<file path="src/hdl/owts_pkg.sv">
package owts_pkg;

	// Item codes
	localparam logic [1:0] OP_TICK    = 2'd0;
	localparam logic [1:0] OP_CONVERT = 2'd1;
	localparam logic [1:0] OP_READ    = 2'd2;

	// Sequencer phases
	localparam int PHASE_W = 4;
	localparam logic [PHASE_W-1:0] PH_IDLE          = 4'd0;
	localparam logic [PHASE_W-1:0] PH_RST_LOW       = 4'd1;
	localparam logic [PHASE_W-1:0] PH_PRES_WAIT     = 4'd2;
	localparam logic [PHASE_W-1:0] PH_RST_TAIL      = 4'd3;
	localparam logic [PHASE_W-1:0] PH_RST_TAIL_FAIL = 4'd4;
	localparam logic [PHASE_W-1:0] PH_WR_LOW        = 4'd5;
	localparam logic [PHASE_W-1:0] PH_WR_HIGH       = 4'd6;
	localparam logic [PHASE_W-1:0] PH_RD_LOW        = 4'd7;
	localparam logic [PHASE_W-1:0] PH_RD_WAIT       = 4'd8;
	localparam logic [PHASE_W-1:0] PH_RD_TAIL       = 4'd9;

	// Bus command bytes and failure word
	localparam logic [7:0]  CMD_SKIP_ROM = 8'hCC;
	localparam logic [7:0]  CMD_CONVERT  = 8'h44;
	localparam logic [7:0]  CMD_READ_SP  = 8'hBE;
	localparam logic [15:0] FAIL_WORD    = 16'h7FFF;
	localparam logic [7:0]  CRC_POLY     = 8'h8C;

	// Scratchpad length; the last byte carries the CRC
	localparam int SCRATCH_BYTES = 9;
	localparam int BYTE_IDX_W    = 4;
	localparam logic [BYTE_IDX_W-1:0] LAST_BYTE = BYTE_IDX_W'(SCRATCH_BYTES - 1);

	// Timing registers
	localparam int TIME_W = 10;
	localparam int CFG_IDX_W = 3;
	localparam logic [CFG_IDX_W-1:0] REG_RESET_LOW    = 3'd0;
	localparam logic [CFG_IDX_W-1:0] REG_PRES_WAIT    = 3'd1;
	localparam logic [CFG_IDX_W-1:0] REG_RESET_TAIL   = 3'd2;
	localparam logic [CFG_IDX_W-1:0] REG_SLOT_LONG    = 3'd3;
	localparam logic [CFG_IDX_W-1:0] REG_SLOT_SHORT   = 3'd4;
	localparam logic [CFG_IDX_W-1:0] REG_READ_LOW     = 3'd5;
	localparam logic [CFG_IDX_W-1:0] REG_READ_SAMPLE  = 3'd6;
	localparam logic [CFG_IDX_W-1:0] REG_READ_TAIL    = 3'd7;

	localparam logic [TIME_W-1:0] RST_RESET_LOW   = 10'd600;
	localparam logic [TIME_W-1:0] RST_PRES_WAIT   = 10'd60;
	localparam logic [TIME_W-1:0] RST_RESET_TAIL  = 10'd500;
	localparam logic [TIME_W-1:0] RST_SLOT_LONG   = 10'd80;
	localparam logic [TIME_W-1:0] RST_SLOT_SHORT  = 10'd8;
	localparam logic [TIME_W-1:0] RST_READ_LOW    = 10'd2;
	localparam logic [TIME_W-1:0] RST_READ_SAMPLE = 10'd5;
	localparam logic [TIME_W-1:0] RST_READ_TAIL   = 10'd60;

	typedef struct packed {
		logic [1:0] op;
		logic       line_level;
	} owts_item_t;

	typedef struct packed {
		logic        drive_low;
		logic        busy_res;
		logic        done_res;
		logic        ok;
		logic [15:0] temperature;
	} owts_result_t;

	typedef struct packed {
		logic [TIME_W-1:0] reset_low_time;
		logic [TIME_W-1:0] presence_wait_time;
		logic [TIME_W-1:0] reset_tail_time;
		logic [TIME_W-1:0] slot_long_time;
		logic [TIME_W-1:0] slot_short_time;
		logic [TIME_W-1:0] read_low_time;
		logic [TIME_W-1:0] read_sample_time;
		logic [TIME_W-1:0] read_tail_time;
	} owts_cfg_t;

	typedef struct packed {
		logic [PHASE_W-1:0]    phase;
		logic [TIME_W-1:0]     time_count;
		logic [2:0]            bit_index;
		logic [BYTE_IDX_W-1:0] byte_index;
		logic [7:0]            shift_byte;
		logic [7:0]            crc_value;
		logic [15:0]           temp_word;
		logic                  read_mode;
	} owts_state_t;

	// Reflected CRC-8, one byte, LSB first
	function automatic logic [7:0] crc_feed(input logic [7:0] crc_in, input logic [7:0] data);
		logic [7:0] crc;
		logic [7:0] d;
		logic       mix;
		crc = crc_in;
		d = data;
		for (int j = 0; j < 8; j++) begin
			mix = crc[0] ^ d[0];
			crc = crc >> 1;
			if (mix) begin
				crc = crc ^ CRC_POLY;
			end
			d = d >> 1;
		end
		return crc;
	endfunction

endpackage

</file>
<file path="src/hdl/owts_step.sv">
module owts_step (
	input  owts_pkg::owts_state_t  cur,
	input  owts_pkg::owts_item_t   item,
	input  owts_pkg::owts_cfg_t    cfg,
	output owts_pkg::owts_state_t  nxt,
	output owts_pkg::owts_result_t res
);
	import owts_pkg::*;

	logic [TIME_W-1:0] cnt1;
	logic [TIME_W-1:0] lim;
	logic              expired;
	logic              timed;
	logic [2:0]        bit_nxt;
	logic [BYTE_IDX_W-1:0] byte_nxt;
	logic              crc_match;

	// Limit of the running phase; write slots depend on the current bit
	always_comb begin
		timed = 1'b1;
		lim = cfg.reset_low_time;
		case (cur.phase)
			PH_RST_LOW:       lim = cfg.reset_low_time;
			PH_PRES_WAIT:     lim = cfg.presence_wait_time;
			PH_RST_TAIL,
			PH_RST_TAIL_FAIL: lim = cfg.reset_tail_time;
			PH_WR_LOW:        lim = cur.shift_byte[0] ? cfg.slot_short_time : cfg.slot_long_time;
			PH_WR_HIGH:       lim = cur.shift_byte[0] ? cfg.slot_long_time : cfg.slot_short_time;
			PH_RD_LOW:        lim = cfg.read_low_time;
			PH_RD_WAIT:       lim = cfg.read_sample_time;
			PH_RD_TAIL:       lim = cfg.read_tail_time;
			default:          timed = 1'b0;
		endcase
	end

	// Zero limit acts as one: a wrapped count also ends the phase
	assign cnt1      = cur.time_count + TIME_W'(1);
	assign expired   = (cnt1 >= lim) || (cnt1 == '0);
	assign bit_nxt   = cur.bit_index + 3'd1;
	assign byte_nxt  = cur.byte_index + BYTE_IDX_W'(1);
	assign crc_match = (cur.crc_value == cur.shift_byte);

	// Next state and result for one item
	always_comb begin
		nxt = cur;
		res = '0;
		case (item.op) inside
			OP_CONVERT, OP_READ: begin
				if (cur.phase == PH_IDLE) begin
					nxt.read_mode  = (item.op == OP_READ);
					nxt.phase      = PH_RST_LOW;
					nxt.time_count = '0;
					nxt.bit_index  = '0;
					nxt.byte_index = '0;
					nxt.shift_byte = '0;
					nxt.crc_value  = '0;
				end
			end
			OP_TICK: begin
				if (timed) begin
					nxt.time_count = expired ? '0 : cnt1;
				end
				unique case (cur.phase)
					PH_IDLE: ;
					PH_RST_LOW: begin
						if (expired) nxt.phase = PH_PRES_WAIT;
					end
					PH_PRES_WAIT: begin
						if (expired) nxt.phase = item.line_level ? PH_RST_TAIL_FAIL : PH_RST_TAIL;
					end
					PH_RST_TAIL_FAIL: begin
						if (expired) begin
							nxt.phase = PH_IDLE;
							res.done_res = 1'b1;
							res.temperature = FAIL_WORD;
						end
					end
					PH_RST_TAIL: begin
						if (expired) begin
							nxt.shift_byte = CMD_SKIP_ROM;
							nxt.bit_index  = '0;
							nxt.byte_index = '0;
							nxt.phase      = PH_WR_LOW;
						end
					end
					PH_WR_LOW: begin
						if (expired) nxt.phase = PH_WR_HIGH;
					end
					PH_WR_HIGH: begin
						if (expired) begin
							nxt.shift_byte = cur.shift_byte >> 1;
							nxt.bit_index  = bit_nxt;
							nxt.phase      = PH_WR_LOW;
							// Byte boundary: command byte, then read or finish
							if (bit_nxt == '0) begin
								nxt.byte_index = byte_nxt;
								if (byte_nxt == BYTE_IDX_W'(1)) begin
									nxt.shift_byte = cur.read_mode ? CMD_READ_SP : CMD_CONVERT;
								end else if (cur.read_mode) begin
									nxt.byte_index = '0;
									nxt.shift_byte = '0;
									nxt.crc_value  = '0;
									nxt.phase      = PH_RD_LOW;
								end else begin
									nxt.phase = PH_IDLE;
									res.done_res = 1'b1;
									res.ok = 1'b1;
								end
							end
						end
					end
					PH_RD_LOW: begin
						if (expired) nxt.phase = PH_RD_WAIT;
					end
					PH_RD_WAIT: begin
						if (expired) begin
							nxt.shift_byte[cur.bit_index] = cur.shift_byte[cur.bit_index]
								| item.line_level;
							nxt.phase = PH_RD_TAIL;
						end
					end
					PH_RD_TAIL: begin
						if (expired) begin
							nxt.bit_index = bit_nxt;
							nxt.phase     = PH_RD_LOW;
							if (bit_nxt == '0) begin
								if (cur.byte_index < LAST_BYTE) begin
									nxt.crc_value = crc_feed(cur.crc_value, cur.shift_byte);
									if (cur.byte_index == BYTE_IDX_W'(0)) begin
										nxt.temp_word[7:0] = cur.shift_byte;
									end else if (cur.byte_index == BYTE_IDX_W'(1)) begin
										nxt.temp_word[15:8] = cur.shift_byte;
									end
									nxt.shift_byte = '0;
									nxt.byte_index = byte_nxt;
								end else begin
									// CRC byte in: check and finish
									res.ok = crc_match;
									res.temperature = crc_match ? cur.temp_word : FAIL_WORD;
									res.done_res = 1'b1;
									nxt.shift_byte = '0;
									nxt.phase = PH_IDLE;
								end
							end
						end
					end
					default: nxt.phase = PH_IDLE;
				endcase
			end
			default: ;
		endcase
		res.drive_low = (nxt.phase == PH_RST_LOW) || (nxt.phase == PH_WR_LOW)
			|| (nxt.phase == PH_RD_LOW);
		res.busy_res = (nxt.phase != PH_IDLE);
	end

endmodule

</file>
<file path="src/hdl/one_wire_thermometer_sequencer.sv">
// One-wire bus master for a single temperature sensor. Feed one tick item per
// microsecond with the sampled bus level, or a command item (start conversion
// or read temperature); every item returns exactly one result with the bus
// drive, busy and, on the finishing item, done/ok/temperature. One item per
// clock is sustained while results are taken: an item passes an input register,
// the sequencer step logic and a result register, which loads when it is free
// or draining, and a stalled result does not stop the next item from entering
// the input register. Timing registers are written through cfg_we/cfg_index/
// cfg_data and take effect from the next item.
module one_wire_thermometer_sequencer (
	input  logic                            clk,
	input  logic                            arst_n,
	input  logic                            cmd_valid,
	output logic                            cmd_ready,
	input  owts_pkg::owts_item_t            cmd,
	output logic                            res_valid,
	input  logic                            res_ready,
	output owts_pkg::owts_result_t          res,
	input  logic                            cfg_we,
	input  logic [owts_pkg::CFG_IDX_W-1:0]  cfg_index,
	input  logic [owts_pkg::TIME_W-1:0]     cfg_data
);
	import owts_pkg::*;

	owts_item_t   item_s1;
	logic         valid_s1;
	owts_state_t  state_q;
	owts_state_t  state_nxt;
	owts_cfg_t    cfg_q;
	owts_result_t res_nxt;
	owts_result_t res_q;
	logic         res_valid_q;
	logic         advance;

	// Input register moves on when the result register is free or draining
	assign advance   = valid_s1 && (!res_valid_q || res_ready);
	assign cmd_ready = !valid_s1 || advance;
	assign res_valid = res_valid_q;
	assign res       = res_q;

	// Timing registers
	always_ff @(posedge clk or negedge arst_n) begin
		if (!arst_n) begin
			cfg_q.reset_low_time     <= RST_RESET_LOW;
			cfg_q.presence_wait_time <= RST_PRES_WAIT;
			cfg_q.reset_tail_time    <= RST_RESET_TAIL;
			cfg_q.slot_long_time     <= RST_SLOT_LONG;
			cfg_q.slot_short_time    <= RST_SLOT_SHORT;
			cfg_q.read_low_time      <= RST_READ_LOW;
			cfg_q.read_sample_time   <= RST_READ_SAMPLE;
			cfg_q.read_tail_time     <= RST_READ_TAIL;
		end else if (cfg_we) begin
			unique case (cfg_index)
				REG_RESET_LOW:   cfg_q.reset_low_time     <= cfg_data;
				REG_PRES_WAIT:   cfg_q.presence_wait_time <= cfg_data;
				REG_RESET_TAIL:  cfg_q.reset_tail_time    <= cfg_data;
				REG_SLOT_LONG:   cfg_q.slot_long_time     <= cfg_data;
				REG_SLOT_SHORT:  cfg_q.slot_short_time    <= cfg_data;
				REG_READ_LOW:    cfg_q.read_low_time      <= cfg_data;
				REG_READ_SAMPLE: cfg_q.read_sample_time   <= cfg_data;
				REG_READ_TAIL:   cfg_q.read_tail_time     <= cfg_data;
				default: ;
			endcase
		end
	end

	// Input stage
	always_ff @(posedge clk or negedge arst_n) begin
		if (!arst_n) begin
			valid_s1 <= 1'b0;
		end else if (cmd_valid && cmd_ready) begin
			valid_s1 <= 1'b1;
		end else if (advance) begin
			valid_s1 <= 1'b0;
		end
	end

	always_ff @(posedge clk) begin
		if (cmd_valid && cmd_ready) begin
			item_s1 <= cmd;
		end
	end

	owts_step u_step (
		.cur  (state_q),
		.item (item_s1),
		.cfg  (cfg_q),
		.nxt  (state_nxt),
		.res  (res_nxt)
	);

	// Sequencer state and result valid
	always_ff @(posedge clk or negedge arst_n) begin
		if (!arst_n) begin
			state_q     <= '0;
			res_valid_q <= 1'b0;
		end else if (advance) begin
			state_q     <= state_nxt;
			res_valid_q <= 1'b1;
		end else if (res_ready) begin
			res_valid_q <= 1'b0;
		end
	end

	always_ff @(posedge clk) begin
		if (advance) begin
			res_q <= res_nxt;
		end
	end

endmodule

</file>
<file path="config.mk">
export PLATFORM = sky130hd
export DESIGN_NAME = one_wire_thermometer_sequencer
export DESIGN_NICKNAME = d
export VERILOG_FILES = /design/src/hdl/owts_pkg.sv /design/src/hdl/owts_step.sv /design/src/hdl/one_wire_thermometer_sequencer.sv
export SDC_FILE = /design/constraint.sdc
export NUM_CORES = 1
export LEC_CHECK = 0
export ABC_AREA = 1
export BUFFER_PORTS_ARGS = -buffer_cell sky130_fd_sc_hd__buf_4
export CAP_MARGIN = 20
export CELL_PAD_IN_SITES_DETAIL_PLACEMENT = 0
export CELL_PAD_IN_SITES_GLOBAL_PLACEMENT = 1
export CORE_UTILIZATION = 28
export DETAILED_ROUTE_END_ITERATION = 8
export PLACE_DENSITY = 0.55
export SETUP_SLACK_MARGIN = 0.2
export SLEW_MARGIN = 40
export SYNTH_ARGS = -nofsm -noshare
export SYNTH_HDL_FRONTEND = slang
export SYNTH_SLANG_ARGS = --single-unit
</file>
<file path="constraint.sdc">
create_clock -name clk -period 6.9 [get_ports clk]
set_input_delay 1.38 -clock clk [delete_from_list [all_inputs] [get_ports clk]]
set_output_delay 1.38 -clock clk [all_outputs]
set_load 0.005 [all_outputs]
</file>
== Yosys cells after proc, flatten, opt, wreduce, memory -nomap -nowiden ==
Index checks and enable logic that the tools add are counted.

* $add $sub $neg: 3
* Magnitude comparators: 4
* Equal/unequal tests: 34
* Muxes and demuxes: 116
* Bitwise gates (word level): 20
* Reductions and logical operators: 44

{| class="wikitable"
|+ Operators with widths
! cell !! count
|-
| $mux W8 || 57
|-
| $mux W37 || 3
|-
| $pmux W10 S7 || 1
|-
| $mux W18 || 3
|-
| $mux W4 || 13
|-
| $mux W10 || 4
|-
| $mux W20 || 2
|-
| $pmux W4 S10 || 1
|-
| $mux W39 || 1
|-
| $mux W36 || 1
|-
| $pmux W16 S2 || 1
|-
| $pmux W8 S4 || 1
|-
| $mux W15 || 2
|-
| $eq A4 B3 Y1 const B || 6
|-
| $mux W24 || 1
|-
| $not A2 Y3 || 8
|-
| $mux W23 || 1
|-
| $ne A3 B1 Y1 const B || 7
|-
| $pmux W7 S3 || 1
|-
| $reduce_and A9 Y1 || 2
|-
| $eq A4 B1 Y1 const B || 4
|-
| $mux W16 || 1
|-
| $pmux W8 S2 || 1
|-
| $reduce_and A2 Y1 || 8
|-
| 49 further kinds || 91
|}

* Bits in registers: 159
* Input bits: 21
* Output and inout bits: 22
* Word-level logic and storage cells: 247

== Depth between registers and ports, before layout ==
Gate-level depths: netlist of run 1.

* Depth in word-level cells: 68
* Depth in mapped cells: 29

== Modules after synthesis ==
From an unflattened synthesis of run 1, not the netlist that was laid out.

* Cell total of the unflattened synthesis: 1,402
* Area, all modules: 10,093.4 um^2

{| class="wikitable"
|+ By module, submodules not included
! module !! instances !! cells each !! area an instance (um^2) !! seq. area each (um^2)
|-
| one_wire_thermometer_sequencer || 1 || 633 || 6,162.2 || 4,124.0
|-
| owts_step || 1 || 769 || 3,931.3 || 0.0
|}

== Least setup slack after synthesis of run 1 ==
No wires, ideal clock.

* Path kind: register to register
* Start: reg state_q[53] (netlist name)
* End: reg res_q (netlist bit res[19]) (data pin)
* Library setup time: 0.254 ns
* Arrival time: 3.521 ns
* Path slack: 3.125 ns
* Cell stages (with the launch flop): 30
* Path buffers: 2
* Cells stage by stage: dfrtp_1 inv_1 nand2_1 nor2_1 inv_1 nor2_1 clkbuf_1 nand2_1 o21ai_0 a221oi_1 nand3_1 o21ai_0 ha_1 nand2_1 inv_1 nand3_1 nand3_1 nand2_1 nand3_1 nor2_2 nand2_8 buf_4 nand3_1 nand2_1 nor2_1 nand2_1 nand2_1 nand2_1 o21bai_1 nor2_1

{| class="wikitable"
|+ RTL lines
! what !! RTL line !! text
|-
| start: declaration || one_wire_thermometer_sequencer.sv:27 || <nowiki>owts_state_t state_q;</nowiki>
|-
| start signal: assignment || one_wire_thermometer_sequencer.sv:98 || <nowiki>state_q <= state_nxt;</nowiki>
|-
| end signal: assignment || one_wire_thermometer_sequencer.sv:107 || <nowiki>res_q <= res_nxt;</nowiki>
|-
| end: declaration || one_wire_thermometer_sequencer.sv:31 || <nowiki>owts_result_t res_q;</nowiki>
|}

== Final worst setup path of run 1 ==
* Start: reg state_q[53] (netlist name)
* End: reg res_q (netlist bit res[4]) (data pin)

* Word-level cells in the longest chain between the ends: 7

{| class="wikitable"
|+ RTL lines
! what !! RTL line !! text
|-
| $eq A4 B3 Y1 / $eq A4 B2 Y1 (equally long branches) || owts_step.sv:22, owts_step.sv:63 ||
|-
| $reduce_or A2 Y1 || owts_step.sv:22 || <nowiki>case (cur.phase)</nowiki>
|-
| $pmux W10 S7 || owts_step.sv:22 ||
|-
| $ge A10 B10 Y1 || owts_step.sv:38 || <nowiki>assign expired = (cnt1 >= lim) || (cnt1 == '0);</nowiki>
|-
| $logic_or A1 B1 Y1 || owts_step.sv:38 ||
|-
| $mux W18 / $mux W15 (equally long branches) || owts_step.sv:123, owts_step.sv:72 ||
|-
| $pmux W16 S2 * || owts_step.sv:63 || <nowiki>unique case (cur.phase)</nowiki>
|}

Every way passes the cells marked *; elsewhere a longest branch is shown, timed or not.
A chain may end at the register's enable or synchronous reset.

==> results of run 1 <==
==> sequential cells by signal, summed over array words and instances, names as in the netlist <==
name       flops
state_q       54
item_s1        3
res           20
cfg_q         80
valid_s1       1
res_valid      1
==> power groups by stage <==
stage	Sequential (W)	Combinational [W]	Clock (W)
after floorplan	0.00122	0.000827	0
after global placement	0.00127	0.00117	0
after detailed placement	0.00127	0.00117	0
after CTS	0.00125	0.00117	0.00101
after global routing	0.00127	0.00132	0.00104
final	0.00125	0.00116	0.000983
==> worst max-delay path, delay by kind of cell (launching register included) <==
family | cells | cell delay, ns
flops | 1 | 0.39
simple gates | 14 | 2.68
compound gates | 5 | 0.56
buf+inv | 4 | 0.66
fa+ha+maj | 1 | 0.31
==> final cells by class <==
class | instances | share of cell area, %
Inverter | 126 | 4.78
Timing Repair Buffer | 50 | 3.94
Multi-Input combinational cell | 726 | 38.9
Sequential cell | 159 | 41.5
Clock inverter | 13 | 1.55
Clock buffer | 19 | 4.46
Tap cell | 390 | 4.91
==> per-layer routing <==
metal	share of wire [%]	GRT usage (%)
met1	50	23.0
met2	46	26.7
met3	3.0	2.81
met4	1.3	4.89
met5	0	0
==> Yosys cell counts, types with 18 or more instances <==
| library cell | instances |
|---|---|
| clkbuf_1 | 29 |
| a221oi_1 | 18 |
| nand3_1 | 48 |
| nor2_1 | 59 |
| inv_1 | 115 |
| a21oi_1 | 52 |
| nand2_1 | 255 |
| dfstp_2 | 24 |
| dfrtp_1 | 112 |
| ha_1 | 19 |
| o21ai_0 | 128 |
| edfxtp_1 | 23 |
==> cell families (layout without fill, tap and decap cells) <==
kind of cell	after synthesis	in the layout	share of synthesized area, %
AOI/OAI and AO/OA	253	253	16.9
buffers and inverters	164	208	7.41
adders and majority gates	19	19	2.77
DFF	159	159	48.0
xor gates and xnor gates	22	22	2.24
and+or+nand+nor	432	432	22.7
==> layout by cell type, fill, tap and decap left out, drive strengths merged <==
cell / instances
edfxtp: 23
a31oi: 14
clkbuf: 19
or2: 1
dfstp: 24
a221oi: 18
nor4: 3
a21o: 1
nor2: 69
o2111ai: 1
nand3b: 2
and3: 4
o22ai: 3
nand2: 267
nand4: 15
nand3: 54
o211ai: 10
ha: 19
nor3: 17
xor2: 9
o21bai: 4
bufinv: 2
o221ai: 1
o21ai: 139
clkinv: 10
a32o: 4
buf: 50
a21oi: 52
dfrtp: 112
xnor2: 13
inv: 127
a311oi: 1
o31ai: 5
==> worst max-delay path by stage <==
| stage | to | cells past startpoint |
|---|---|---|
| after CTS | res[4]$_SDFFCE_PP0P_ | 20 |
| after global routing | res[3]$_SDFFCE_PP0P_ | 20 |
| after global placement | res[5]$_SDFFCE_PP0P_ | 20 |
| final | res[4]$_SDFFCE_PP0P_ | 24 |
| after floorplan | res[19]$_DFFE_PP_ | 29 |
| after detailed placement | res[13]$_SDFFCE_PP0P_ | 20 |
==> per-stage QoR <==
stage / setup WS [ns] / total power (W) / hold WS [ns] / instance area [µm²] / utilization, %
global route: 1.45 / 0.00364 / 0.502 / 9940 / 33.2
global placement: 1.89 / 0.00244 / 0.458 / 9310 / 31.1
detailed placement: 1.87 / 0.00243 / 0.463 / 9340 / 31.2
floorplan: 3.12 / 0.00204 / 0.444 / 8600 / -
CTS: 1.85 / 0.00343 / 0.481 / 9930 / 33.2
finish: 2.00 / 0.00339 / 0.479 / 9940 / 33.2
==> run metrics, run 1 <==
final non-filler cell total=approximately 1500; Routed WL per cell=16.7 µm; CP Capture Type=register; critical path startpoint=state_q[53]$_DFFE_PN0P_; Final Hold Vio Count=0; global route overflow=0; Reg2Reg Depth=24; setup violators final=0; Post-CTS Hold Fix Bufs=0; PortBufs=42; Area Growth Syn to Fin=15.6%; HP Class=register to register; num ports=43; CTS tree=built; number of global-route vias before repair=~7000; initial antenna violation count=0; Sw Ratio=between 30% and 40%; Yosys Warn Count=0; r2r setup slk=2.00 ns; Antenna Nets Post-Route=0; CP max stage delay=between 0.6 and 0.7 ns; Pint=0.00206 W; VDD IR max=roughly 0.20 mV; pwr/cell area=approximately 340 mW/mm²; slowest cell on the critical path=nor2_1; WHS Endpoint=state_q[2]$_DFFE_PN0P_; P_leak=between 4 and 5 nW; Crit path arrival time=about 5.1 ns; Final HPWL DP=roughly 18000 µm; Synth area leaders=dfrtp_1 33%, nand2_1 11%, edfxtp_1 8.0%, o21ai_0 7.5%, dfstp_2 7.3%; Hold Startpoint=state_q[2]$_DFFE_PN0P_; RSZ-0062 raised after global routing=false; register share of total power=36.9%; Initial DRC Count=roughly 440; Switch Pwr=roughly 0.0013 W; Cell Area, Synth=0.00860 mm²; Global Route Usage Sum=~17%; max cap viols=0; global-route wire length before repair=around 40000 µm; clock skew=approximately 0.013 ns; Unique masters post-synth=49; CORE AREA=0.0300 mm²; Post-Synthesis Net Count=~1100; multi-input combinational cell area=just under 0.004 mm²; cts repair resizes=0; Die Footprint=0.0314 mm²; total iterations of the first detailed-routing run=4; fill cell count=between 3000 and 4000; cts bufs inserted=17; clk buf depth=2; synthesized area per cell=8.19 µm²; n_diodes=0; fin crit period=between 4 and 5 ns; final net count=about 1100; Cells after Synth=around 1000; htree depth=4; Reg area=between 0.004 and 0.005 mm²; die width=177 µm; Via Count=a little over 7000; post-route setup TNS=0 ns; largest net degree at the start of global routing=a little under 60; routability cong.=0.823; Slew @ Worst Pin=slightly below 0.8 ns; FF-to-FF Start=state_q[53]$_DFFE_PN0P_; Post-synth EDFFs=23; Seq/Total Area, Yosys=48.0%; CTS sink count=159; worst skew pair latency=approximately 0.44 ns; Clock Power Share=29.0%; Via density=4.79; most used cell, CP=nand2_1; layout cells sized above 1=13.8%; CTS Root Buffer Type=clkbuf_16; initial core utilization=roughly 29%; status=completed; worst path required time=~7 ns; Rows=between 60 and 70; Yosys top cell by area=dfrtp_1; WL final=between 20000 and 25000 µm; top-area cell type share of the netlist area=around a third; worst r2r dst=res[4]$_SDFFCE_PP0P_; Achievable Freq=slightly above 200 MHz; FF+latch count, synth=159; hold depth=2; Setup Buffers After CTS=0; drt drc=0; ys async rst share=between 80% and 90%; crit path launch type=register; Final Max Tran Viols=0; CP cell instances=inv_1 -> nand2_1 -> nor2_1 -> inv_1 -> nor2_1 -> buf_4 -> nand2_1 -> o21ai_0 -> a221oi_1 -> nand3_1 -> o21ai_0 -> ha_1 -> nand2_1 -> inv_1 -> nand3_1 -> nand3_1 -> nand2_1 -> nand3_1 -> nor2_2 -> nand2_8 -> nand2_1 -> nand2_2 -> o211ai_4 -> a31oi_1; CP Class=register to register; Worst slew margin=between 40% and 50%; ys flop type=dfrtp_1; Die Y=177 µm; clk slew on worst S/H paths=0.07 ns; Critical Path Fanout Max=18; dpl cells=1451; Comb pwr share=about 34%; Period Utilization, post-route=between 70% and 80%
Power figures use the tool's default switching activity.
==> inputs of run 2 (changes only) <==
==> constraint.sdc (replaced) <==
create_clock -name clk -period 5 [get_ports clk]
set_input_delay 1 -clock clk [delete_from_list [all_inputs] [get_ports clk]]
set_output_delay 1 -clock clk [all_outputs]
set_load 0.005 [all_outputs]
==> run metrics, run 2 (synthesis results as in run 1) <==
status=completed; routability cong.=0.863 (+4.9%); final net count=1140 (+1.8%); register share of total power=37.1% (+0.2 points); commonest non-fill, non-tap cell in the layout=nand2_1; global route overflow=0 (unchanged); setup violators final=0 (unchanged); htree depth=4 (unchanged); Finished Cell Area=0.0100 mm² (+0.91%); met1 Resource Use GR=23.6% (+0.62 points); GR Util met2=26.2% (-0.55 points); n_diodes=0 (unchanged); Crit path arrival time=4.50 ns (-0.56 ns); global-route wire length before repair=40000 µm (+0.36%); CTS Root Buffer Type=clkbuf_16; HP Class=register to register; drt drc=0 (unchanged); Final Hold Vio Count=0 (unchanged); Power Total=0.00464 W (+37%); worst skew pair latency=0.44 ns (about the same); worst path required time=5.19 ns (-1.87 ns); Achievable Freq=232 MHz (+14%); WL final=24800 µm (+0.23%); num ports=43 (unchanged); total iterations of the first detailed-routing run=5 (+1); Rows=63 (unchanged); fin crit period=4.31 ns (-0.591 ns); Antenna Nets Post-Route=0 (unchanged); clk buf depth=2 (unchanged); Die Footprint=0.0314 mm² (unchanged); Critical Path Fanout Max=8 (-10); Period Utilization, post-route=86.1% (+15 points); Worst slew margin=47.0% (-0.41 points); GRT busiest layer=met2; Initial DRC Count=508 (+16%); Via Count=7209 (+1.5%); layout cells sized above 1=15.4% (+1.5 points); post-route setup TNS=0 ns (unchanged); initial core utilization=28.7% (unchanged); CP Class=register to register; Die Y=177 µm (unchanged); Final Util=33.5% (+0.30 points); Area Growth Syn to Fin=16.7%; slowest cell on the critical path=dfrtp_1; Via density=4.80 (+0.18%); Final HPWL DP=17700 µm (+0.56%); Final Max Tran Viols=0 (unchanged); dpl cell area=0.00939 mm² (+0.54%); Clock Power Share=26.7% (-2.3 points); max cap viols=0 (unchanged); final non-filler cell total=1503 (+1.3%); CP Capture Type=register; Global Route Usage Sum=16.7% (about the same); cts bufs inserted=17 (unchanged); number of global-route vias before repair=7038 (+1.1%); CP max stage delay=0.47 ns (-0.15 ns); CORE AREA=0.0300 mm² (unchanged); CTS sink count=159 (unchanged); max reg flops=80 (unchanged); Crit path buffers/inverters=7 (+3); P_leak=4.48 nW (+0.77%); CTS tree=built; largest net degree at the start of global routing=64 (+10%); initial antenna violation count=0 (unchanged); dpl cells=1461 (+0.69%); PortBufs=42 (unchanged); pwr/cell area=463 mW/mm² (+36%); most used cell, CP=nand2_1; Slew @ Worst Pin=0.791 ns (+0.00472 ns); commonest cells after routing, fill and taps aside=255 x nand2_1, 128 x o21ai_0, 113 x inv_1; Top reg by flops=cfg_q; Post-CTS Hold Fix Bufs=0 (unchanged); crit path launch type=register; RSZ-0062 raised after global routing=false; Sw Ratio=40.4% (+1.2 points); clock skew=0.0132 ns (+0.000416 ns); clk slew on worst S/H paths=0.07 ns (about the same); die width=177 µm (unchanged); Pint=0.00276 W (+34%); Routed WL per cell=16.5 µm (-1.1%); Comb pwr share=36.2% (+2.1 points); GRT met3 Usage=2.94% (+0.13 points); Switch Pwr=0.00188 W (+41%); CP top delay family=simple AND/OR/NAND/NOR gates; VDD IR max=0.269 mV (+37%)
[run 2: changes by cell type in the layout (fill, tap and decap cells not counted), moves of 2 or more]
| cell | previous run | this run |
|---|---|---|
| clkinvlp_4 | 0 | 8 |
| buf_4 | 48 | 69 |
| inv_4 | 3 | 1 |
| clkinv_4 | 5 | 1 |
| bufinv_16 | 2 | 0 |
[run 2: worst paths after layout]
path / startpoint / to / slack [ns] / depth (start not counted)
worst max-delay path: state_q[50]$_DFFE_PN0P_ / res[19]$_DFFE_PP_ / 0.69 / 27
worst min register to register: state_q[6]$_DFFE_PN0P_ / state_q[6]$_DFFE_PN0P_ / 0.47 / 2
min in group asynchronous: arst_n / state_q[47]$_DFFE_PN0P_ / 0.56 / 1
worst min-delay path: state_q[6]$_DFFE_PN0P_ / state_q[6]$_DFFE_PN0P_ / 0.47 / 2
max in group asynchronous: arst_n / cfg_q[79]$_DFFE_PN1P_ / 3.44 / 2
worst max register to register: state_q[50]$_DFFE_PN0P_ / res[19]$_DFFE_PP_ / 0.69 / 27
[run 2: routing by layer]
layer,routed length (µm),vias to the layer above
met5,0,-
met4,258,0
met3,819,18
met2,11300,126
met1,12500,3444
li1,-,3621
[run 2: cell type report]
| cell class | count | area, µm² |
|---|---|---|
| Sequential cell | 159 | 4120 |
| Fill cell | 3181 | 19900 |
| Tap cell | 390 | 488 |
| Clock buffer | 18 | 429 |
| Timing Repair Buffer | 70 | 529 |
| Clock inverter | 14 | 108 |
| Inverter | 126 | 483 |
| Multi-Input combinational cell | 726 | 3870 |
[run 2: metrics by stage]
stage / worst slack (ns) / hold slack [ns]
global placement: 0.574 / 0.463
CTS: 0.483 / 0.479
global route: 0.246 / 0.506
detailed placement: 0.501 / 0.462
finish: 0.693 / 0.475
floorplan: 1.22 / 0.444
[run 2: power by group through the flow]
| stage | clock network (W) | registers, W | logic [W] |
|---|---|---|---|
| 4_1_cts | 0.00128 | 0.00172 | 0.00166 |
| 6_report | 0.00124 | 0.00172 | 0.00168 |
| 3_3_place_gp | 0 | 0.00174 | 0.00166 |
| 5_1_grt | 0.00133 | 0.00175 | 0.00191 |
| 3_5_place_dp | 0 | 0.00174 | 0.00165 |
| 2_1_floorplan | 0 | 0.00168 | 0.00114 |
[run 2: what timing repair did]
item	4_1_cts	5_1_grt
endpoints found under the setup margin	0	20
endpoints found under the hold margin	0	0
gates resized for setup	0	6
setup buffers	0	10
[run 2: worst reg2reg max path, stage by stage (launching register included)]
cell and delay, ns:
dfrtp_1 0.47, nand2_1 0.18, nor2_2 0.08, inv_1 0.09
nor2_1 0.05, buf_4 0.16, nor2_1 0.20, clkinvlp_4 0.24
buf_4 0.19, buf_4 0.12, a221oi_1 0.32, and3_1 0.23
ha_1 0.23, nand2_1 0.08, inv_1 0.04, a21oi_1 0.14
nand3_1 0.13, nor2_4 0.21, buf_4 0.19, nand3_1 0.11
nand2_1 0.08, nor2_1 0.04, nor2_1 0.10, nand2_1 0.05
nand2_1 0.07, nand2_1 0.08, o21bai_1 0.13, nor2_1 0.05
